[src/hrdp_pkg.sv]
package hrdp_pkg;

	localparam int MAX_PENDING_DEFAULT = 16;

	localparam logic [7:0] TAG_MASK         = 8'hFC;
	localparam logic [7:0] TAG_USAGE_PAGE   = 8'h04;
	localparam logic [7:0] TAG_USAGE        = 8'h08;
	localparam logic [7:0] TAG_USAGE_MIN    = 8'h18;
	localparam logic [7:0] TAG_LOGICAL_MIN  = 8'h14;
	localparam logic [7:0] TAG_LOGICAL_MAX  = 8'h24;
	localparam logic [7:0] TAG_REPORT_SIZE  = 8'h74;
	localparam logic [7:0] TAG_REPORT_ID    = 8'h84;
	localparam logic [7:0] TAG_REPORT_COUNT = 8'h94;
	localparam logic [7:0] TAG_INPUT        = 8'h80;

	localparam logic [7:0] PAGE_DESKTOP = 8'h01;
	localparam logic [7:0] PAGE_BUTTON  = 8'h09;
	localparam logic [7:0] USAGE_X      = 8'h30;
	localparam logic [7:0] USAGE_Y      = 8'h31;
	localparam logic [7:0] USAGE_WHEEL  = 8'h38;

	localparam logic [1:0] KIND_BUTTONS = 2'd0;
	localparam logic [1:0] KIND_X       = 2'd1;
	localparam logic [1:0] KIND_Y       = 2'd2;
	localparam logic [1:0] KIND_WHEEL   = 2'd3;

	typedef struct packed {
		logic [7:0] desc_byte;
		logic       last_byte;
	} in_req_t;

	typedef struct packed {
		logic [1:0]  field_kind;
		logic        present;
		logic [15:0] field_offset;
		logic [15:0] field_width;
		logic signed [31:0] range_min;
		logic signed [31:0] range_max;
		logic        sign_flag;
		logic        rel_flag;
		logic [7:0]  element_count;
		logic [7:0]  rpt_id;
		logic [13:0] report_bytes;
		logic        last_result;
	} out_req_t;

	// controller -> datapath
	typedef struct packed {
		logic take_byte;   // accept and decode the incoming byte
		logic walk_step;   // examine one pending usage of the current Input item
		logic walk_done;   // finish the Input item
		logic emit;        // load output register with kind emit_kind
		logic [1:0] emit_kind;
		logic clear;       // return decode, global and layout state to reset
	} hrdp_cmd_t;

	// datapath -> controller
	typedef struct packed {
		logic input_start; // taken byte completed an Input item
		logic walk_last;   // current walk step is the final one
	} hrdp_sts_t;

endpackage

[src/hrdp_ram.sv]
module hrdp_ram #(
	parameter int WIDTH = 8,
	parameter int DEPTH = 16,
	localparam int AW = (DEPTH > 1) ? $clog2(DEPTH) : 1
) (
	input  logic             clk,
	input  logic             we,
	input  logic [AW-1:0]    waddr,
	input  logic [WIDTH-1:0] wdata,
	input  logic [AW-1:0]    raddr,
	output logic [WIDTH-1:0] rdata
);
	logic [WIDTH-1:0] mem [DEPTH];

	always_ff @(posedge clk) begin
		if (we) begin
			mem[waddr] <= wdata;
		end
		rdata <= mem[raddr];
	end
endmodule

[src/hrdp_dpath.sv]
module hrdp_dpath #(
	parameter int MAX_PENDING = hrdp_pkg::MAX_PENDING_DEFAULT
) (
	input  logic                clk,
	input  logic                arst_n,
	input  hrdp_pkg::in_req_t   in_data,
	input  hrdp_pkg::hrdp_cmd_t cmd,
	output hrdp_pkg::hrdp_sts_t sts,
	output hrdp_pkg::out_req_t  out_data
);
	import hrdp_pkg::*;

	localparam int AW = (MAX_PENDING > 1) ? $clog2(MAX_PENDING) : 1;
	localparam int CW = $clog2(MAX_PENDING + 1);

	logic [7:0]  header_q;
	logic [2:0]  expect_q, taken_q;
	logic [31:0] acc_q;
	logic [7:0]  page_q, size_q, count_q, rid_q;
	logic [31:0] lmin_q, lmax_q;
	logic [CW-1:0] pend_q;
	logic [15:0] pos_q;
	logic [15:0] off_q [4];
	logic [15:0] wid_q [4];
	logic [31:0] min_q [4];
	logic [31:0] max_q [4];
	logic [2:0]  flg_q [4];
	logic [7:0]  btn_q;
	logic [31:0] idata_q;
	logic [7:0]  idx_q;
	logic [15:0] woff_q;
	logic [15:0] prod_q;
	out_req_t    out_q;

	// byte decode
	logic        done;
	logic [7:0]  hdr;
	logic [2:0]  nexp;
	logic [31:0] val, v;
	logic [2:0]  ntaken;
	always_comb begin
		nexp   = {1'b0, in_data.desc_byte[1:0]};
		if (nexp == 3'd3) nexp = 3'd4;
		ntaken = taken_q + 3'd1;
		if (expect_q == 3'd0) begin
			hdr  = in_data.desc_byte;
			val  = '0;
			done = (nexp == 3'd0);
		end else begin
			hdr  = header_q;
			val  = acc_q | ({24'd0, in_data.desc_byte} << {taken_q[1:0], 3'd0});
			done = (ntaken >= expect_q);
		end
		v = val;
		if (expect_q == 3'd1 && val[7])  v[31:8]  = '1;
		if (expect_q == 3'd2 && val[15]) v[31:16] = '1;
	end

	logic [7:0] tag;
	logic       do_item, q_push;
	logic [7:0] q_val;
	assign tag     = hdr & TAG_MASK;
	assign do_item = cmd.take_byte && done;
	always_comb begin
		q_push = 1'b0;
		q_val  = v[7:0];
		if (do_item && tag == TAG_USAGE) q_push = 1'b1;
		if (do_item && tag == TAG_USAGE_MIN && page_q == PAGE_BUTTON) begin
			q_push = 1'b1;
			q_val  = 8'd1;
		end
	end
	logic q_we;
	assign q_we = q_push && (pend_q < CW'(MAX_PENDING));
	assign sts.input_start = do_item && (tag == TAG_INPUT);

	// usage walk: the ram read of entry idx is registered, so index leads by one
	logic [7:0]  limit;
	logic [7:0]  u;
	logic [AW-1:0] raddr;
	logic        walk_any, step_ok;
	assign limit = (8'(pend_q) < count_q) ? 8'(pend_q) : count_q;
	assign sts.walk_last = (idx_q + 8'd1 >= limit) || (limit == 8'd0);
	assign walk_any = (limit != 8'd0);
	assign raddr = sts.input_start ? '0 : AW'(idx_q + 8'd1);
	assign step_ok = cmd.walk_step && walk_any;

	hrdp_ram #(.WIDTH(8), .DEPTH(MAX_PENDING)) u_q (
		.clk(clk), .we(q_we), .waddr(pend_q[AW-1:0]), .wdata(q_val),
		.raddr(raddr), .rdata(u)
	);

	logic [1:0] ak;
	logic       ahit;
	always_comb begin
		ak = KIND_X; ahit = 1'b0;
		if (page_q == PAGE_DESKTOP) begin
			priority if (u == USAGE_X && !flg_q[KIND_X][0]) begin ak = KIND_X; ahit = 1'b1; end
			else if (u == USAGE_Y && !flg_q[KIND_Y][0]) begin ak = KIND_Y; ahit = 1'b1; end
			else if (u == USAGE_WHEEL && !flg_q[KIND_WHEEL][0]) begin
				ak = KIND_WHEEL; ahit = 1'b1;
			end
		end
	end

	always_ff @(posedge clk or negedge arst_n) begin
		if (!arst_n) begin
			header_q <= '0; expect_q <= '0; taken_q <= '0; acc_q <= '0;
			page_q <= '0; size_q <= '0; count_q <= '0; rid_q <= '0;
			lmin_q <= '0; lmax_q <= '0; pend_q <= '0; pos_q <= '0; btn_q <= '0;
			idx_q <= '0; woff_q <= '0; prod_q <= '0; idata_q <= '0;
			for (int k = 0; k < 4; k++) begin
				off_q[k] <= '0; wid_q[k] <= '0; min_q[k] <= '0;
				max_q[k] <= '0; flg_q[k] <= '0;
			end
		end else if (cmd.clear) begin
			header_q <= '0; expect_q <= '0; taken_q <= '0; acc_q <= '0;
			page_q <= '0; size_q <= '0; count_q <= '0; rid_q <= '0;
			lmin_q <= '0; lmax_q <= '0; pend_q <= '0; pos_q <= '0; btn_q <= '0;
			for (int k = 0; k < 4; k++) begin
				off_q[k] <= '0; wid_q[k] <= '0; min_q[k] <= '0;
				max_q[k] <= '0; flg_q[k] <= '0;
			end
		end else begin
			if (cmd.take_byte) begin
				if (expect_q == 3'd0) begin
					header_q <= hdr; taken_q <= '0; acc_q <= '0;
					expect_q <= done ? 3'd0 : nexp;
				end else if (done) begin
					expect_q <= '0; taken_q <= '0; acc_q <= '0;
				end else begin
					taken_q <= ntaken; acc_q <= val;
				end
				if (q_we) pend_q <= pend_q + CW'(1);
				if (do_item) begin
					unique case (tag)
						TAG_USAGE_PAGE: begin page_q <= v[7:0]; pend_q <= '0; end
						TAG_LOGICAL_MIN: lmin_q <= v;
						TAG_LOGICAL_MAX: lmax_q <= v;
						TAG_REPORT_SIZE: size_q <= v[7:0];
						TAG_REPORT_COUNT: count_q <= v[7:0];
						TAG_REPORT_ID: begin rid_q <= v[7:0]; pos_q <= 16'd8; end
						TAG_INPUT: begin
							idata_q <= v; idx_q <= '0; woff_q <= pos_q;
							prod_q <= 16'(size_q * count_q);
						end
						default: ;
					endcase
				end
			end
			if (step_ok) begin
				idx_q  <= idx_q + 8'd1;
				woff_q <= woff_q + 16'(size_q);
				if (ahit) begin
					off_q[ak] <= woff_q; wid_q[ak] <= 16'(size_q);
					min_q[ak] <= lmin_q; max_q[ak] <= lmax_q;
					flg_q[ak] <= {idata_q[2], lmin_q[31], 1'b1};
				end else if (page_q == PAGE_BUTTON && !flg_q[KIND_BUTTONS][0]) begin
					off_q[KIND_BUTTONS] <= pos_q; wid_q[KIND_BUTTONS] <= prod_q;
					min_q[KIND_BUTTONS] <= lmin_q; max_q[KIND_BUTTONS] <= lmax_q;
					flg_q[KIND_BUTTONS] <= 3'b001; btn_q <= count_q;
				end
			end
			if (cmd.walk_done) begin
				pend_q <= '0;
				pos_q  <= pos_q + prod_q;
			end
		end
	end

	// result assembly
	logic        good;
	logic [1:0]  k;
	logic [16:0] rb;
	assign good = flg_q[KIND_X][0] && flg_q[KIND_Y][0];
	assign k    = cmd.emit_kind;
	assign rb   = ({1'b0, pos_q} + 17'd7) >> 3;
	always_ff @(posedge clk) begin
		if (cmd.emit) begin
			out_q.field_kind  <= k;
			out_q.last_result <= (k == KIND_WHEEL);
			if (good) begin
				out_q.present       <= flg_q[k][0];
				out_q.field_offset  <= off_q[k];
				out_q.field_width   <= wid_q[k];
				out_q.range_min     <= min_q[k];
				out_q.range_max     <= max_q[k];
				out_q.sign_flag     <= (k != KIND_BUTTONS) && flg_q[k][1];
				out_q.rel_flag      <= (k != KIND_BUTTONS) && flg_q[k][2];
				out_q.element_count <= !flg_q[k][0] ? 8'd0 :
					(k == KIND_BUTTONS ? btn_q : 8'd1);
				out_q.rpt_id        <= rid_q;
				out_q.report_bytes  <= rb[13:0];
			end else begin
				out_q.present       <= 1'b1;
				out_q.field_offset  <= {11'd0, k, 3'd0};
				out_q.field_width   <= 16'd8;
				out_q.range_min     <= (k == KIND_BUTTONS) ? 32'sd0 : -32'sd127;
				out_q.range_max     <= (k == KIND_BUTTONS) ? 32'sd255 : 32'sd127;
				out_q.sign_flag     <= (k != KIND_BUTTONS);
				out_q.rel_flag      <= (k != KIND_BUTTONS);
				out_q.element_count <= (k == KIND_BUTTONS) ? 8'd3 : 8'd1;
				out_q.rpt_id        <= 8'd0;
				out_q.report_bytes  <= 14'd3;
			end
		end
	end
	assign out_data = out_q;
endmodule
[config.mk]
export PLATFORM = sky130hd
export DESIGN_NAME = hrdp_dpath
export DESIGN_NICKNAME = d
export VERILOG_FILES = /design/src/hrdp_pkg.sv /design/src/hrdp_ram.sv /design/src/hrdp_dpath.sv
export SDC_FILE = /design/constraint.sdc
export NUM_CORES = 1
export LEC_CHECK = 0
export BUFFER_PORTS_ARGS = -buffer_cell sky130_fd_sc_hd__buf_2
export CORE_AREA = 2 2 225 449
export CTS_BUF_LIST = sky130_fd_sc_hd__clkbuf_16
export CTS_CLUSTER_SIZE = 25
export DETAILED_ROUTE_END_ITERATION = 8
export DIE_AREA = 0 0 227 451
export HOLD_SLACK_MARGIN = 0.12
export PLACE_DENSITY = 0.56
export RECOVER_POWER = 50
export SLEW_MARGIN = 30
export SYNTH_ARGS = -nofsm -noshare
export SYNTH_HDL_FRONTEND = slang
export SYNTH_HIERARCHICAL = 1
export SYNTH_SLANG_ARGS = --single-unit
[constraint.sdc]
create_clock -name clk -period 7.1 [get_ports clk]
set_clock_uncertainty 0.05 [all_clocks]
set_input_delay 0 -clock clk [delete_from_list [all_inputs] [get_ports clk]]
set_output_delay 0 -clock clk [all_outputs]
set_load 0.02 [all_outputs]
Word level (Yosys, flattened, before mapping)
Memory sizes are Yosys's and may differ from the RTL's. A register that Yosys moved wholly into a read port is not among the register bits. Cells that the tools add are included.

Magnitude comparators: 7. Reductions and logical operators: 62. $add $sub $neg: 6. $mul: 1. Equality and inequality tests: 19. Shifts and indexed selects: 1. Mux-type cells: 141. Bitwise gates (word level): 4.

Operators with widths (number): $mux 32 (23); $mux 128 (4); $mux 16 (19); $mux 8 (33); $bwmux 128 (2); $mux 64 (4); $mux 96 (2); $bmux 32 s2 (2); $bwmux 64 (2); $mux 117 (1); $mux 48 (2); $bmux 16 s2 (2); $demux 32 s2 (1); $mux 3 (15); $demux 16 s2 (1); $or 32x32->32 (1); $reduce_bool 2->1 (16); $shl 8x5->32 (1); $mux 5 (6); $eq 8x6->1 const B (3); $mux 12 (2); $mux 24 (1); $reduce_and 3->1 (8); $eq 6x6->1 const B (3); 43 further kinds (87).

Memories kept: 1. Bits in writable memories: 128. Output and inout bits: 134. Bits in registers: 742. Word-level logic and storage cells: 292. Input bits: 18.

Memories: u_q.mem (words 16, width 8, read ports 1, clocked after Yosys merged registers in 1, wr ports 1, RTL line hrdp_ram.sv:13) `logic [WIDTH-1:0] mem [DEPTH];`.

Depth between registers and ports, before layout
Depth in word-level cells: 15. Depth in mapped cells: 18. Gate-level depth less buffers: 17.

By module
The synthesis kept the hierarchy.

Modules (own cells, without submodules): hrdp_dpath (cells an instance 3199, times used 1, area an instance 34174.0 sq um, seq. area each 18402.6 sq um); hrdp_ram (cells an instance 229, times used 1, area an instance 5147.4 sq um, seq. area each 4003.8 sq um).

Least setup slack after synthesis
Ideal clock, no wire load.

Path type: register -> register. From: register size_q[4]. To: register prod_q[14]. Data required time: 6.916 ns. Slack: 2.616 ns. Library setup time: 0.134 ns. Arrival: 4.300 ns. Clock period less this slack: 4.484 ns. Buffers on the path: 1. Stages on the path, launching flop included: 19. Path through: dfrtp_1 > clkbuf_1 > and2_1 > fa_1 > inv_1 > fa_1 > inv_1 > fa_1 > inv_1 > fa_1 > inv_1 > ha_1 > o21a_1 > and3_1 > a221o_1 > o21ai_0 > a21oi_1 > xnor2_1 > o21ai_0.

Cells in the longest elaborated chain, start to end: 1.

Ends and longest elaborated chain: from (decl) (RTL line hrdp_dpath.sv:19) `logic [7:0] page_q, size_q, count_q, rid_q;`; from (signal assigned) (RTL line hrdp_dpath.sv:140) `TAG_REPORT_SIZE: size_q <= v[7:0];`; $mul 8x8->16 (RTL line hrdp_dpath.sv:145) `prod_q <= 16'(size_q * count_q);`; to (signal assigned) (RTL line hrdp_dpath.sv:145); to (decl) (RTL line hrdp_dpath.sv:32) `logic [15:0] prod_q;`.

Every way passes these cells. A chain may end at the register's enable or synchronous reset.

Final worst setup path
From: register expect_q[2]. To: register u_q.rdata[0] (read register of u_q.mem).

Cells in the longest elaborated chain, start to end: 5. Elaborated cells on any way between the ends: 8. Classes of those cells: order compare: 1; eq/ne: 1; mux: 3; reduce/logical: 3.

Ends and longest elaborated chain: from (decl) (RTL line hrdp_dpath.sv:17) `logic [2:0] expect_q, taken_q;`; from (signal assigned) (RTL line hrdp_dpath.sv:128) `expect_q <= done ? 3'd0 : nexp;`; $ge 3x3->1 / $logic_not 3->1 (equally long branches) (RTL line hrdp_dpath.sv:52, hrdp_dpath.sv:45); $mux 1 / $mux 8 (equally long branches) (RTL line hrdp_dpath.sv:45) `if (expect_q == 3'd0) begin`; $logic_and 1x1->1 / $eq 6x6->1 (equally long branches) (RTL line hrdp_dpath.sv:63, hrdp_dpath.sv:75); $logic_and 1x1->1 (*) (RTL line hrdp_dpath.sv:75) `assign sts.input_start = do_item && (tag == TAG_INPUT);`; $mux 4 (*) (RTL line hrdp_dpath.sv:85) `assign raddr = sts.input_start ? '0 : AW'(idx_q + 8'd1);`; named net raddr[0] (RTL line hrdp_dpath.sv:80) `logic [AW-1:0] raddr;`; to (decl) (RTL line hrdp_ram.sv:11) `output logic [WIDTH-1:0] rdata`.

The timed path passes the listed nets; every way through them passes the cells marked *.

==> impl_metrics.toml <==
[run_status]
status = "finished, violations left"
violations = "max-capacitance violations, max-slew violations"

[worst_setup_path]
worstPathArrival_ns = 6.12
end_kind = "flop"
r2r_start = "expect_q[2]"
r2r_cells = 10
crit_type = "reg2reg"
crit_required_ns = 7.60
critPathLaunch = "expect_q[2]"
critPathMaxFanout = 22
cp-start-kind = "flop"

[floorplanning]
die_w_um = 227
core_area_um2 = 99300
io_pins = 152
die_h_um = 451
die-area_um2 = 102000
start_util_pct = 39.6
rows = 164

[logic_synthesis]
yosysSeqAreaShare_pct = 57.0
synth_edf_count = 260
ys_warn_count = 6
synthCells = 3428
syn_area_per_cell_um2 = 11.5
ys_types = 76
netlist_area_um2 = 39300
synth_ff_type = "dfrtp_1"
ys_seq_elements = 845
async_flop_share_pct = 68.3

[layout]
fill_cells = 9366
layout-drive-gt1-share_pct = 8.56
design.final.nets = 3607
syn2layout_area_growth_pct = 11.4

[drt]
drtIter0Drc = 2160
routedWlPerCell_um = 22.0
num_vias = 26800
routed_wl_um = 107000
firstDrtPassIters = 5
vias_per_cell = 5.51
drcViolationCount = 0
ant_nets = 0

[flow_run]
drv_cap = 13

[timing]
maxSlewViolCount = 694
layout_setup_ws_ns = 1.49
timing.setup.tns_ns = 0
hold_viol_final = 0
fmax_mhz = 178
min_period_over_period_pct = 79.1
rsz0062_at_grt = "no"
layout_min_cycle_time_ns = 5.61
maxSlewHeadroom_pct = -175
setup_viol = 0
worst_pin_slew_ns = 4.13

[cts]
cts-root-buf = "clkbuf_16"
numCtsBuffers = 78
cts_resized = 0
cts_htree_levels = 3
clock_latency_ns = 0.68
cts_sinks = 845
clockBufferDepth = 3
clkSlewWorstSetupHoldPaths_ns = 0.07
cts_tree = "yes"
cts_setup_buffers = 0

[global_routing]
globalRouteTotalUtil_pct = 21.2
grt_max_degree = 121
grt_pass1_vias = 26700
antenna_found_initial = 8
overflow = 0
grt_pass1_wl_um = 166000

[placement]
port_buffers = 150
place_hpwl_um = 65600
pre_cts_slack_ns = 2.28
gp_congestion = 0.803

[power_and_ir_drop]
switchingPower_mw = 2.63
power_frac_clock_pct = 41.8
p_comb_share_pct = 8.2
ir_drop_mv = 0.186
seqPwrFrac_pct = 50.0
intPower_mw = 7.90
swShare_pct = 25.0
leakage_nw = 17.9
powerDensity_nw_per_um2 = 240

[worst_hold_path]
hold_depth = 4
holdCritStartpoint = "cmd[6]"
hp-class = "in2reg"
[final cells by class]
cell class                 instances  area [um2]  area share (%)
antenna                            5        12.5          0.0286
clock buffer                      81        2030            4.63
clock inverter                    63         602            1.37
inverter                          75         283           0.646
multi-input combinational       2258       15600            35.6
sequential                       845       22400            51.2
tap                             1328        1660            3.79
timing repair buffer             216        1190            2.73
[metrics by stage]
stage | hold slack (ns) | total power [mW] | cell area, um2 | utilization (%) | instances
floorplan | -0.346 | 5.88 | 39300 | - | 3430
global placement | 0.0794 | 6.21 | 41100 | 41.4 | 4701
detailed placement | 0.0855 | 6.22 | 41200 | 41.5 | 4704
CTS | 0.162 | 10.6 | 44000 | 44.3 | 4866
global route | 0.212 | 10.9 | 43800 | 44.1 | 4870
finish | 0.244 | 10.5 | 43800 | 44.1 | 4871
[what timing repair did]
action,in CTS,in global routing
hold buffers,18,0
endpoints found under the setup margin,0,0
hold endpoints to repair,630,0
[power groups by stage]
stage	clock [mW]	combinational, mW	sequential, mW
after floorplan	0	0.543	5.34
after global routing	4.68	0.950	5.27
final	4.40	0.864	5.26
after CTS	4.50	0.886	5.25
after detailed placement	0	0.872	5.35
after global placement	0	0.859	5.35
[cell families (layout without fill, tap and decap cells)]
group | Yosys count | in the layout | synth area share [%]
and+or+nand+nor | 1104 | 1104 | 12.4
other | 1 | 8 | 0.00954
xor gates and xnor gates | 46 | 46 | 1.02
AOI/OAI and AO/OA | 715 | 715 | 11.6
buffers and inverters | 327 | 435 | 3.59
DFF | 845 | 845 | 57.0
adders and majority gates | 115 | 115 | 4.38
muxes | 275 | 275 | 10.1
[final timing paths]
| kind | end | slack (ns) |
|---|---|---|
| setup / recovery | u_q/rdata[0] | 1.49 |
| hold / removal | taken_q[0] | 0.24 |
| setup reg to reg | u_q/rdata[0] | 1.49 |
| hold reg to reg | acc_q[1] | 0.43 |
| max in group asynchronous | max_q[78] | 2.10 |
| min in group asynchronous | off_q[37] | 1.44 |
[critical path, cell delays in order, from the launching register on]
cell     delay [ns]
dfrtp_1        0.44
nor3_1         1.87
nor3b_1        0.16
a22oi_1        0.57
nor3_2         0.09
buf_4          0.22
nor2_4         0.59
buf_4          0.42
mux4_2         0.56
a22oi_1        0.40
nand2_1        0.08
[synthesized netlist by cell type, types with 4 or more instances]
master / count / share of area [%]
o21ai_0: 115 / 1.5
a22oi_1: 19 / 0.36
nor2_1: 306 / 2.9
xnor2_1: 22 / 0.49
nor4b_1: 4 / 0.089
ha_1: 77 / 2.5
clkbuf_1: 159 / 1.5
a21oi_1: 308 / 3.9
o31ai_1: 10 / 0.19
buf_1: 10 / 0.095
or3_1: 12 / 0.19
or4_1: 5 / 0.095
nand3_1: 39 / 0.50
and2_1: 114 / 1.8
mux2_2: 10 / 0.29
buf_4: 18 / 0.34
a31o_2: 9 / 0.20
dfrtp_1: 577 / 37
a21o_1: 21 / 0.40
a22o_1: 123 / 2.7
dfxtp_1: 8 / 0.41
nand2b_1: 18 / 0.29
mux4_2: 77 / 4.4
fa_1: 38 / 1.9
a31oi_1: 14 / 0.22
nor2b_1: 12 / 0.19
o22ai_1: 5 / 0.080
buf_2: 59 / 0.75
o21a_1: 8 / 0.15
nor4_1: 11 / 0.18
mux2i_1: 174 / 4.4
inv_1: 73 / 0.70
nor3_1: 25 / 0.32
a211oi_1: 10 / 0.19
xor2_1: 24 / 0.53
and3_1: 21 / 0.33
nand2_1: 501 / 4.8
o22a_1: 18 / 0.40
nand4_1: 10 / 0.16
mux4_1: 14 / 0.94
a311oi_1: 25 / 0.56
edfxtp_1: 260 / 20
[flip-flops by register name (all words and copies together) (netlist names), 10 cells and up]
signal / flops
acc_q: 32
flg_q: 10
lmax_q: 32
lmin_q: 32
max_q: 128
min_q: 125
off_q: 64
out_data: 132
pos_q: 16
prod_q: 16
u_q/mem: 128
wid_q: 40
woff_q: 16
[metal layers]
layer / global-route usage [%] / routed length [um]
met1: 29.6 / 47300
met2: 34.6 / 52000
met3: 2.86 / 5290
met4: 5.89 / 2500
met5: 0 / 13
[placed cells by master (no fill, tap or decap), types with 77 or more instances in the layout]
master     instances
a22o_1           123
mux4_2            77
and2_1            92
mux2i_1          174
clkbuf_1         143
nor2_1           295
edfxtp_1         260
a21oi_1          308
clkbuf_16         81
dfrtp_1          577
inv_1             89
nand2_1          500
o21ai_0          115
ha_1              77
(Power assumes the default switching activity.)
