<file path="src/hrdp_pkg.sv">
package hrdp_pkg;

	localparam int MAX_PENDING_DEFAULT = 16;

	localparam logic [7:0] TAG_MASK         = 8'hFC;
	localparam logic [7:0] TAG_USAGE_PAGE   = 8'h04;
	localparam logic [7:0] TAG_USAGE        = 8'h08;
	localparam logic [7:0] TAG_USAGE_MIN    = 8'h18;
	localparam logic [7:0] TAG_LOGICAL_MIN  = 8'h14;
	localparam logic [7:0] TAG_LOGICAL_MAX  = 8'h24;
	localparam logic [7:0] TAG_REPORT_SIZE  = 8'h74;
	localparam logic [7:0] TAG_REPORT_ID    = 8'h84;
	localparam logic [7:0] TAG_REPORT_COUNT = 8'h94;
	localparam logic [7:0] TAG_INPUT        = 8'h80;

	localparam logic [7:0] PAGE_DESKTOP = 8'h01;
	localparam logic [7:0] PAGE_BUTTON  = 8'h09;
	localparam logic [7:0] USAGE_X      = 8'h30;
	localparam logic [7:0] USAGE_Y      = 8'h31;
	localparam logic [7:0] USAGE_WHEEL  = 8'h38;

	localparam logic [1:0] KIND_BUTTONS = 2'd0;
	localparam logic [1:0] KIND_X       = 2'd1;
	localparam logic [1:0] KIND_Y       = 2'd2;
	localparam logic [1:0] KIND_WHEEL   = 2'd3;

	typedef struct packed {
		logic [7:0] desc_byte;
		logic       last_byte;
	} in_req_t;

	typedef struct packed {
		logic [1:0]  field_kind;
		logic        present;
		logic [15:0] field_offset;
		logic [15:0] field_width;
		logic signed [31:0] range_min;
		logic signed [31:0] range_max;
		logic        sign_flag;
		logic        rel_flag;
		logic [7:0]  element_count;
		logic [7:0]  rpt_id;
		logic [13:0] report_bytes;
		logic        last_result;
	} out_req_t;

	// controller -> datapath
	typedef struct packed {
		logic take_byte;   // accept and decode the incoming byte
		logic walk_step;   // examine one pending usage of the current Input item
		logic walk_done;   // finish the Input item
		logic emit;        // load output register with kind emit_kind
		logic [1:0] emit_kind;
		logic clear;       // return decode, global and layout state to reset
	} hrdp_cmd_t;

	// datapath -> controller
	typedef struct packed {
		logic input_start; // taken byte completed an Input item
		logic walk_last;   // current walk step is the final one
	} hrdp_sts_t;

endpackage

</file>
<file path="src/hrdp_ctrl.sv">
module hrdp_ctrl (
	input  logic              clk,
	input  logic              arst_n,
	input  logic              in_valid,
	input  logic              in_last,
	output logic              in_ready,
	output logic              out_valid,
	input  logic              out_ready,
	output hrdp_pkg::hrdp_cmd_t cmd,
	input  hrdp_pkg::hrdp_sts_t sts
);
	import hrdp_pkg::*;

	localparam logic [1:0] ST_IDLE = 2'd0;
	localparam logic [1:0] ST_WALK = 2'd1;
	localparam logic [1:0] ST_EMIT = 2'd2;

	logic [1:0] state_q;
	logic [1:0] kind_q;
	logic       last_q;
	logic       ovalid_q;
	logic       accept;
	logic       load;

	assign in_ready  = (state_q == ST_IDLE);
	assign accept    = in_valid && in_ready;
	assign out_valid = ovalid_q;
	// output register free or being drained
	assign load      = (state_q == ST_EMIT) && (!ovalid_q || out_ready);

	always_comb begin
		cmd = '0;
		cmd.take_byte = accept;
		cmd.walk_step = (state_q == ST_WALK);
		cmd.walk_done = (state_q == ST_WALK) && sts.walk_last;
		cmd.emit      = load;
		cmd.emit_kind = kind_q;
		cmd.clear     = load && (kind_q == KIND_WHEEL);
	end

	always_ff @(posedge clk or negedge arst_n) begin
		if (!arst_n) begin
			state_q  <= ST_IDLE;
			kind_q   <= '0;
			last_q   <= 1'b0;
			ovalid_q <= 1'b0;
		end else begin
			if (load) begin
				ovalid_q <= 1'b1;
			end else if (out_ready) begin
				ovalid_q <= 1'b0;
			end
			unique case (state_q)
				ST_IDLE: begin
					if (accept) begin
						last_q <= in_last;
						kind_q <= KIND_BUTTONS;
						if (sts.input_start) begin
							state_q <= ST_WALK;
						end else if (in_last) begin
							state_q <= ST_EMIT;
						end
					end
				end
				ST_WALK: begin
					if (sts.walk_last) begin
						state_q <= last_q ? ST_EMIT : ST_IDLE;
					end
				end
				ST_EMIT: begin
					if (load) begin
						kind_q <= kind_q + 2'd1;
						if (kind_q == KIND_WHEEL) begin
							state_q <= ST_IDLE;
						end
					end
				end
				default: state_q <= ST_IDLE;
			endcase
		end
	end

	a_no_accept_busy: assert property (@(posedge clk) disable iff (!arst_n)
		(state_q != ST_IDLE) |-> !in_ready) else $error("ready while busy");
	a_emit_kind_adv: assert property (@(posedge clk) disable iff (!arst_n)
		(load && kind_q != KIND_WHEEL) |=> (state_q == ST_EMIT))
		else $error("emit sequence broken");
	a_clear_on_wheel: assert property (@(posedge clk) disable iff (!arst_n)
		cmd.clear |-> (kind_q == KIND_WHEEL && state_q == ST_EMIT))
		else $error("clear out of order");
endmodule

</file>
<file path="config.mk">
export PLATFORM = sky130hd
export DESIGN_NAME = hrdp_ctrl
export DESIGN_NICKNAME = d
export VERILOG_FILES = /design/src/hrdp_pkg.sv /design/src/hrdp_ctrl.sv
export SDC_FILE = /design/constraint.sdc
export NUM_CORES = 1
export LEC_CHECK = 0
export BUFFER_PORTS_ARGS = -buffer_cell sky130_fd_sc_hd__buf_2
export CAP_MARGIN = 5
export CELL_PAD_IN_SITES_DETAIL_PLACEMENT = 0
export CELL_PAD_IN_SITES_GLOBAL_PLACEMENT = 1
export CORE_AREA = 2 2 39 41
export DETAILED_ROUTE_END_ITERATION = 16
export DIE_AREA = 0 0 41 43
export PLACE_DENSITY_LB_ADDON = 0.1
export SLEW_MARGIN = 20
export SYNTH_ARGS = -nofsm -noshare
export SYNTH_HDL_FRONTEND = slang
export SYNTH_SLANG_ARGS = --single-unit
</file>
<file path="constraint.sdc">
create_clock -name clk -period 1.35 [get_ports clk]
set_input_delay 0.27 -clock clk [delete_from_list [all_inputs] [get_ports clk]]
set_output_delay 0.27 -clock clk [all_outputs]
set_load 0.05 [all_outputs]
</file>
# Word level (Yosys, flattened, before mapping)
# Index checks and enable logic that the tools add are counted.
dict set report op_classes {
  n_addsub 1
  reduce_logical 12
  n_eq_ne 8
  muxes 13
}
# cell count
set op_table {}
lappend op_table {{$mux 2} 9}
lappend op_table {{$ne 2x1->1 const B} 3}
lappend op_table {{$pmux 2 s3} 1}
lappend op_table {{$reduce_and 5->1} 1}
lappend op_table {{$eq 2x2->1 const B} 2}
lappend op_table {{$logic_and 1x1->1} 4}
lappend op_table {{$pmux 2 s2} 1}
lappend op_table {{$reduce_bool 2->1} 2}
lappend op_table {{$ne 3x2->1 const B} 1}
lappend op_table {{$reduce_and 3->1} 1}
lappend op_table {{$add 2x1->2 const B} 1}
lappend op_table {{$eq 2x1->1 const B} 1}
lappend op_table {{$logic_not 2->1} 1}
lappend op_table {{$mux 1} 2}
lappend op_table {{$ne 2x2->1 const B} 1}
lappend op_table {{$reduce_and 2->1} 1}
lappend op_table {{$logic_not 1->1} 1}
lappend op_table {{$logic_or 1x1->1} 1}
dict set report totals {
  out_inout_bits 9
  inputBits 7
  reg_bits 6
  wordCells 38
}

# Depth between registers and ports, before layout
# Gate-level depths: netlist of the first run.
dict set report depth {
  depth_word 5
  ltp_mapped 4
  mapped_depth_nobuf 3
}

# Worst setup path after synthesis of the first run
# Ideal clock, no wire load.
dict set report synth_path {
  path_type {flip-flop to output port}
  start {reg ovalid_q, in the netlist out_valid}
  end {out cmd[0] (netlist name)}
  path_slack_ns -0.285
  arrival_time_ns 1.365
  path_stages_with_launch 4
  t_required_ns 1.080
  n_path_buf 0
  cell_sequence {dfrtp_1 -> nand2b_2 -> and3_2 -> and2_1}
}
# item line_no
set synth_rtl {}
lappend synth_rtl {{start: declaration} hrdp_ctrl.sv:21} ;# logic ovalid_q;
lappend synth_rtl {{start signal: assignment} hrdp_ctrl.sv:46} ;# ovalid_q <= 1'b0;
lappend synth_rtl {{start signal: assignment} hrdp_ctrl.sv:49} ;# ovalid_q <= 1'b1;
lappend synth_rtl {{start signal: assignment} hrdp_ctrl.sv:51} ;# ovalid_q <= 1'b0;
lappend synth_rtl {{end: declaration} hrdp_ctrl.sv:9} ;# output hrdp_pkg::hrdp_cmd_t cmd,

==> results.md, run 1 <==
- Largest area contributor in the netlist: dfrtp_1
- Slew @ Worst Pin: 0.249 ns
- Layout cells sized above 1: 73.7%
- Clock Sinks: 6
- Slew Viols, Final: 0
- Static leakage: 0.283 nW
- Fin. Hold Viols: 0
- CTS tree: done
- Vias: 328
- Crit path capture type: output port
- Port buffer count: 15
- Routed WL: 832 µm
- Gr ovfl total: 0
- Async S/R FF share, synth: 100%
- Multi-input logic area: 180 µm²
- Post-layout util: 42.0%
- # rows: 14
- Core area: 1380 µm²
- Met3 WL: 63 µm
- Mean Syn Cell Area: 11.0 µm²
- Min setup slack post-route: -0.119 ns
- Required time of the critical path: 1.08 ns
- Worst-path clk slew: 0.06 ns
- Synth cell count leaders: dfrtp_1, nor2_1, buf_4, buf_6
- Max layer used: met4
- Vias per cell: 4.49
- Synth Net Count: 41
- P per Cell Area: 2690 nW/µm²
- Routed Antenna Nets: 0
- Die height: 43 µm
- Post-synth EDFFs: 0
- Clock buffer depth: 2
- Wl on met1: 360 µm
- Crit path DAT: 1.20 ns
- Cell variety after synth: 24
- Starting DRT DRC Count: 3
- WS Path Type: register to output port
- Initial antenna violation count: 0
- Pin count of the biggest net entering global routing: 7
- Startpoint types: register
- HPWL Detailed: 635 µm
- YS warnings: 0
- Placed instance area: 479 µm²
- Layout Cells excl Fill: 73
- Slew HR: 83.5%
- Fin crit period: 1.47 ns
- Initial Util: 26.3%
- Min-Delay Path Class: input pin to register
- Most used DFF post-synth: dfrtp_1
- DRT Pass-1 Iters: 2
- Area delta synth->final: 59.5%
- Total GRT Usage: 11.6%
- Routed wl met2: 401 µm
- Most common cell in the synthesized netlist: dfrtp_1
- RSZ-0062 raised after global routing: true
- Sequential element share of the synthesized area: 41.2%
- Maximum clock rate: 681 MHz
- Largest cells by area after synthesis: dfrtp_1, buf_6, nor3b_4
- First-pass GRT wire length: 1.30 mm
- Clock latency on the worst-skew pair: 0.25 ns
- Ports: 16
- Failing checks: setup timing
- Mapped Area: 364 µm²
- Tcrit/Tclk final: 109%
- Dpl cells: 67
- Fillers: 146
- Clock Tree Root: clkbuf_4
- Maximum vdd drop: 1.10 mV
- Die width: 41 µm
- Register area: 156 µm²
- Clock Skews: 0.00973 ns
- Crit Path Max Fanout: 4
- Placer Congestion: 0.742
- Outcome: complete, but fails checks
- Avg WL per Cell: 11.4 µm
- # setup viols final: 6
- Post-Synthesis Cells: 33
- CTS Buf Count: 3
- Max Cap Viol: 0
- Die area: 1760 µm²
- Max H-tree Level: 1
- Post-route DRC: 0
- Ant diodes: 0
- PnR Total Power: 0.00156 W
- Share of the synthesized area in the top cell type: 41.2%
- Yosys reg bits: 6
- Design Area, Final: 581 µm²
- Number of global-route vias before repair: 334
- Post-layout nets: 66
[cell usage in the layout (no fill, tap or decap), types with 2 or more instances in the layout]
cell type / count
buf_6: 4
buf_8: 2
nor2_2: 2
buf_2: 9
dfrtp_2: 5
buf_4: 8
clkbuf_4: 3
[cells by family after synthesis]
group                    Yosys count  synth area share [%]
buffers and inverters              6                  12.4
multiplexers                       2                  7.22
AND/OR/NAND/NOR                   11                  20.3
AO/OA/AOI/OAI                      7                  15.5
flip-flops                         6                  41.2
adder cells (fa/ha/maj)            1                  3.44
[critical path: stages, from the launching register on]
cell	delay (ns)
dfrtp_2	0.44
inv_2	0.07
and3_4	0.18
and2_4	0.14
buf_8	0.13
[final timing paths]
path	startpoint	end	slack, ns	cells past startpoint
max in group asynchronous	arst_n	out_valid	0.81	2
max	state_q[0]	cmd[0]	-0.12	4
max reg2reg	state_q[1]	last_q	0.17	2
min	in_last	last_q	0.26	2
min reg2reg	last_q	last_q	0.52	1
min in group asynchronous	arst_n	last_q	0.37	2
[metrics by stage]
| stage | setup slack (ns) | TNS (ns) | hold WS, ns |
|---|---|---|---|
| after floorplan | -0.0671 | -0.193 | -0.0256 |
| after global placement | -0.0471 | -0.0477 | 0.105 |
| after detailed placement | -0.0512 | -0.0590 | 0.108 |
| after CTS | -0.117 | -0.502 | 0.259 |
| after global routing | -0.143 | -0.699 | 0.265 |
| final | -0.119 | -0.493 | 0.264 |
[repair_timing]
item | 4_1_cts | 5_1_grt
hold endpoints to repair | 6 | 0
gates resized for setup | 20 | 0
hold buffers | 1 | 0
endpoints found under the setup margin | 6 | 6
pin swaps | 1 | 0
buffers inserted | 1 | 0
[layout make-up]
| class | instances | share of cell area, % |
|---|---|---|
| clock buffers | 4 | 4.53 |
| inverters | 2 | 1.29 |
| multi-input cells | 21 | 31.0 |
| flip-flops and latches | 6 | 26.9 |
| well taps | 16 | 3.45 |
| repair buffers | 24 | 32.8 |
[flip-flops by register name, summed over array words and instances, names as in the netlist]
register and count:
last_q 1, out_valid 1, kind_q 2, state_q 2
[routing by layer]
layer / up-vias / track usage (%)
li1: 163 / -
met1: 149 / 13.4
met2: 14 / 16.3
met3: 2 / 3.66
met4: 0 / 10.0
met5: - / 0
[power by group]
| part | total [W] | switching (W) | internal, W |
|---|---|---|---|
| Clock | 0.000190 | 0.0000768 | 0.000113 |
| Combinational | 0.00102 | 0.000570 | 0.000447 |
| Sequential | 0.000353 | 0.0000794 | 0.000274 |
No activity file was read; power rests on OpenSTA's default activity.
==> inputs of run 2 (changes only) <==
PLACE_DENSITY_LB_ADDON = 0.2   (was 0.1)
==> results.md, run 2 (synthesis results as in run 1) <==
- Min setup slack post-route: -0.126 ns (was -0.119 ns)
- Regs by FF count: kind_q (2), state_q (2) (unchanged)
- Switching Share: 47.3% (was 46.5%)
- Maximum clock rate: 678 MHz (was 681 MHz)
- CP max stage delay: 0.45 ns (was 0.44 ns)
- Clock Sinks: 6 (unchanged)
- Place WS: -0.0516 ns (was -0.0512 ns)
- Slew Viols, Final: 0 (unchanged)
- Maximum vdd drop: 0.912 mV (was 1.10 mV)
- Failing checks: setup timing (unchanged)
- Outcome: complete, but fails checks (unchanged)
- Total GRT Usage: 12.1% (was 11.6%)
- PnR Total Power: 0.00157 W (was 0.00156 W)
- Clock Skews: 0.00633 ns (was 0.00973 ns)
- Port buffer count: 15 (unchanged)
- Post-layout util: 42.1% (was 42.0%)
- Startpoint types: register (unchanged)
- Post-layout nets: 65 (was 66)
- Core area: 1380 µm² (unchanged)
- FF-to-FF Start: state_q[1] (unchanged)
- # setup viols final: 6 (unchanged)
- WS Path Type: register to output port (unchanged)
- Most common cell after layout, fill and taps aside: buf_2 (unchanged)
- Required time of the critical path: 1.08 ns (about the same)
- Psw: 0.000740 W (was 0.000726 W)
- Vias: 333 (was 328)
- Starting DRT DRC Count: 2 (was 3)
- Post-route setup TNS: -0.528 ns (was -0.493 ns)
- Crit path DAT: 1.21 ns (was 1.20 ns)
- Crit path launch: state_q[0] (unchanged)
- Routed Antenna Nets: 0 (unchanged)
- Combinational power share: 65.5% (was 65.2%)
- Slew HR: 83.2% (was 83.5%)
- Routed WL: 881 µm (was 832 µm)
- Initial Util: 26.3% (unchanged)
- Gr ovfl total: 0 (unchanged)
- Clock buffer depth: 2 (unchanged)
- Fin. Hold Viols: 0 (unchanged)
- Layout cells sized above 1: 73.2% (was 73.7%)
- Area delta synth->final: 60.1% (was 59.5%)
- # rows: 14 (unchanged)
- Die height: 43 µm (unchanged)
- CTS Buf Count: 3 (unchanged)
- Power share of the sequential group: 22.6% (was 22.7%)
- Fin crit period: 1.48 ns (was 1.47 ns)
- DRT Pass-1 Iters: 2 (unchanged)
- Crit path capture type: output port (unchanged)
- Slew @ Worst Pin: 0.253 ns (was 0.249 ns)
- Clock Tree Root: clkbuf_4 (unchanged)
- Tcrit/Tclk final: 109% (about the same)
- Ports: 16 (unchanged)
- Clk pwr share: 11.9% (was 12.1%)
- Crit Path Max Fanout: 5 (was 4)
- Clock latency on the worst-skew pair: 0.25 ns (about the same)
- Fillers: 142 (was 146)
- Hold_sp: in_last (unchanged)
- Pin count of the biggest net entering global routing: 7 (unchanged)
- Min-Delay Path Class: input pin to register (unchanged)
- CTS tree: done (unchanged)
- Vias per cell: 4.63 (was 4.49)
- Max Cap Viol: 0 (unchanged)
- Internal Pwr Total: 0.000826 W (was 0.000834 W)
- Cells along the critical path: inv_2 -> and3_4 -> and2_4 -> buf_8 (unchanged)
- Placer Congestion: 0.713 (was 0.742)
- RSZ-0062 raised after global routing: true (unchanged)
- Layout Cells excl Fill: 72 (was 73)
- HPWL Detailed: 635 µm (about the same)
- Die width: 41 µm (unchanged)
- Dpl cells: 66 (was 67)
- Initial antenna violation count: 0 (unchanged)
- Ant diodes: 0 (unchanged)
- Worst-path clk slew: 0.05 ns (was 0.06 ns)
- Avg WL per Cell: 12.2 µm (was 11.4 µm)
- Static leakage: 0.280 nW (was 0.283 nW)
- P per Cell Area: 2690 nW/µm² (about the same)
- Critical-path top delay cell: dfrtp_2 (unchanged)
- Max H-tree Level: 1 (unchanged)
- Die area: 1760 µm² (unchanged)
- First-pass GRT wire length: 1.33 mm (was 1.30 mm)
- Post-route DRC: 0 (unchanged)
- Number of global-route vias before repair: 327 (was 334)
- Commonest non-fill, non-tap cells in the layout: buf_2, buf_4, dfrtp_2 (unchanged)
==> run 2: worst paths after layout <==
| kind | to | depth (start not counted) | slack [ns] |
|---|---|---|---|
| max in group asynchronous | out_valid | 2 | 0.81 |
| hold / removal | last_q | 2 | 0.27 |
| hold reg to reg | last_q | 1 | 0.51 |
| min in group asynchronous | kind_q[1] | 2 | 0.38 |
| setup / recovery | cmd[0] | 4 | -0.13 |
| setup reg to reg | last_q | 2 | 0.16 |
==> run 2: repair_timing <==
action	CTS	global route
hold buffers	1	0
hold endpoints to repair	6	0
setup buffers	0	1
resized for setup	20	2
gates cloned	0	0
pin swaps	1	0
setup endpoints to repair	6	6
==> run 2: layer usage <==
layer	global-route usage [%]	wire length, µm	vias to the layer above
li1	-	-	158
met1	14.1	341	153
met2	16.3	423	17
met3	2.09	72	5
met4	14.0	43	0
met5	0	0	-
==> run 2: area by class of cell <==
cell class | count | area [µm²] | share of cell area (%)
multi-input combinational | 21 | 190 | 32.6
sequential | 6 | 156 | 26.8
tap | 16 | 20.0 | 3.43
clock buffer | 4 | 26.3 | 4.51
timing repair buffer | 23 | 183 | 31.3
inverter | 2 | 7.51 | 1.29
==> run 2: critical path: cells and delay by family, from the launching register on <==
kind	cells	cell delay, ns
and+or+nand+nor	2	0.31
buffers and inverters	2	0.20
DFF	1	0.45
==> run 2: power by group through the flow <==
stage | Clock (W) | Sequential, W | Combinational [W]
floorplan | 0 | 0.000467 | 0.000569
global placement | 0 | 0.000355 | 0.000836
detailed placement | 0 | 0.000356 | 0.000843
CTS | 0.000195 | 0.000359 | 0.000975
global route | 0.000208 | 0.000366 | 0.00108
finish | 0.000186 | 0.000354 | 0.00103
==> run 2: stage by stage <==
step	hold slack [ns]	cell area, µm²
detailed placement	0.104	472
floorplan	-0.0256	369
global placement	0.104	472
finish	0.271	583
global route	0.275	583
CTS	0.263	566
==> inputs of run 3 (changes only) <==
PLACE_DENSITY = 0.65   (was default)
PLACE_DENSITY_LB_ADDON = default   (was 0.2)
==> results.md, run 3 (synthesis results as in run 1) <==
- Switching Share: 46.7% (was 47.3%)
- Slew Viols, Final: 0 (unchanged)
- Vias per cell: 4.43 (was 4.63)
- CTS tree: done (unchanged)
- Ant diodes: 0 (unchanged)
- Max Cap Viol: 0 (unchanged)
- Layout Cells excl Fill: 72 (unchanged)
- Die width: 41 µm (unchanged)
- Fin crit period: 1.47 ns (was 1.48 ns)
- Hold path cells: 2 (unchanged)
- P per Cell Area: 2650 nW/µm² (was 2690 nW/µm²)
- Internal Pwr Total: 0.000817 W (was 0.000826 W)
- First-pass GRT wire length: 1.26 mm (was 1.33 mm)
- Dpl cells: 66 (unchanged)
- WS Path Type: register to output port (unchanged)
- DRT Pass-1 Iters: 2 (unchanged)
- Maximum clock rate: 680 MHz (was 678 MHz)
- Min setup slack post-route: -0.122 ns (was -0.126 ns)
- Post-route DRC: 0 (unchanged)
- Fin. Hold Viols: 0 (unchanged)
- Crit path capture type: output port (unchanged)
- Gr ovfl total: 0 (unchanged)
- Layout cells sized above 1: 73.2% (unchanged)
- Maximum vdd drop: 1.16 mV (was 0.912 mV)
- Regs by FF count: kind_q (2), state_q (2) (unchanged)
- Initial antenna violation count: 0 (unchanged)
- Crit Path Max Fanout: 5 (unchanged)
- Worst-path clk slew: 0.05 ns (about the same)
- Max H-tree Level: 1 (unchanged)
- # setup viols final: 6 (unchanged)
- Fillers: 140 (was 142)
- Port buffer count: 15 (unchanged)
- Psw: 0.000716 W (was 0.000740 W)
- Clock Skews: 0.00529 ns (was 0.00633 ns)
- Most common cell after layout, fill and taps aside: buf_2 (unchanged)
- Core area: 1380 µm² (unchanged)
- Clock Tree Root: clkbuf_4 (unchanged)
- Static leakage: 0.279 nW (was 0.280 nW)
- Outcome: complete, but fails checks (unchanged)
- Clock buffer depth: 2 (unchanged)
- Startpoint types: register (unchanged)
- Crit path DAT: 1.20 ns (was 1.21 ns)
- Total GRT Usage: 10.8% (was 12.1%)
- Commonest non-fill, non-tap cells in the layout: buf_2, buf_4, dfrtp_2 (unchanged)
- Starting DRT DRC Count: 5 (was 2)
- Min-Delay Path Class: input pin to register (unchanged)
- Tcrit/Tclk final: 109% (about the same)
- Die height: 43 µm (unchanged)
- Routed WL: 752 µm (was 881 µm)
- Clk pwr share: 11.5% (was 11.9%)
- Die area: 1760 µm² (unchanged)
- Clock Sinks: 6 (unchanged)
- Placer Congestion: 0.702 (was 0.713)
- Post-layout nets: 65 (unchanged)
- CTS Buf Count: 3 (unchanged)
- Pin count of the biggest net entering global routing: 7 (unchanged)
- Number of global-route vias before repair: 314 (was 327)
- Combinational power share: 65.0% (was 65.5%)
- Failing checks: setup timing (unchanged)
- Avg WL per Cell: 10.4 µm (was 12.2 µm)
- Initial Util: 26.3% (unchanged)
- Ports: 16 (unchanged)
- Multi-input logic area: 185 µm² (was 190 µm²)
- Slew @ Worst Pin: 0.247 ns (was 0.253 ns)
- Vias: 319 (was 333)
- Most Crowded Layer GR: met1 (was met2)
- GRT met1 Usage: 14.5% (was 14.1%)
- M2 GR Usage: 14.1% (was 16.3%)
- Register area: 156 µm² (unchanged)
- Required time of the critical path: 1.08 ns (about the same)
- RSZ-0062 raised after global routing: true (unchanged)
- Routed Antenna Nets: 0 (unchanged)
- Area delta synth->final: 58.8% (was 60.1%)
- Worst-case reg-to-reg path depth: 2 (unchanged)
- GRT met3 Usage: 3.14% (was 2.09%)
- Clock latency on the worst-skew pair: 0.24 ns (was 0.25 ns)
- Slew HR: 83.5% (was 83.2%)
- # rows: 14 (unchanged)
- Post-layout util: 41.8% (was 42.1%)
- Power share of the sequential group: 23.5% (was 22.6%)
run 3: path summary, 6_finish.rpt:
check | from | to | slack [ns]
max in group asynchronous | arst_n | out_valid | 0.81
min in group asynchronous | arst_n | last_q | 0.38
max | state_q[0] | cmd[0] | -0.12
min reg2reg | last_q | last_q | 0.52
max reg2reg | state_q[1] | last_q | 0.15
min | in_last | last_q | 0.27
run 3: critical path, stage by stage (launching register included):
cell and delay (ns):
dfrtp_2 0.45, inv_2 0.07, and3_4 0.17, and2_4 0.14, buf_8 0.13
run 3: through the flow:
step,setup TNS [ns],hold WS [ns],instance area [µm²],setup WS (ns),power [W]
finish,-0.472,0.274,578,-0.122,0.00153
global route,-0.704,0.281,578,-0.162,0.00162
CTS,-0.525,0.270,573,-0.130,0.00154
detailed placement,-0.0408,0.103,472,-0.0408,0.00120
global placement,-0.0323,0.100,472,-0.0323,0.00119
floorplan,-0.193,-0.0256,369,-0.0671,0.00104
run 3: area by class of cell:
| type | instances | share of cell area (%) |
|---|---|---|
| clock buffers | 4 | 4.55 |
| flip-flops and latches | 6 | 27.1 |
| repair buffers | 23 | 31.6 |
| multi-input cells | 21 | 32.0 |
| inverters | 2 | 1.30 |
| well taps | 16 | 3.46 |
run 3: power groups by stage:
stage	clock, W	combinational (W)	sequential (W)
final	0.000176	0.000996	0.000361
after global routing	0.000188	0.00107	0.000370
after CTS	0.000183	0.000995	0.000358
after detailed placement	0	0.000835	0.000360
after global placement	0	0.000833	0.000360
after floorplan	0	0.000569	0.000467
run 3: metal layers:
layer  up-vias  part of all wire (%)  routed length (µm)
met5         -                     0                   0
met4         0                     0                   0
met3         0                   8.4                  63
met2        14                    39                 291
met1       146                    53                 397
li1        159                     -                   -
run 3: timing repair:
action,in CTS,in global routing
gates resized for setup,20,1
cloned,0,0
endpoints found under the hold margin,6,0
hold buffers,1,0
setup endpoints to repair,6,6
buffers inserted,1,0
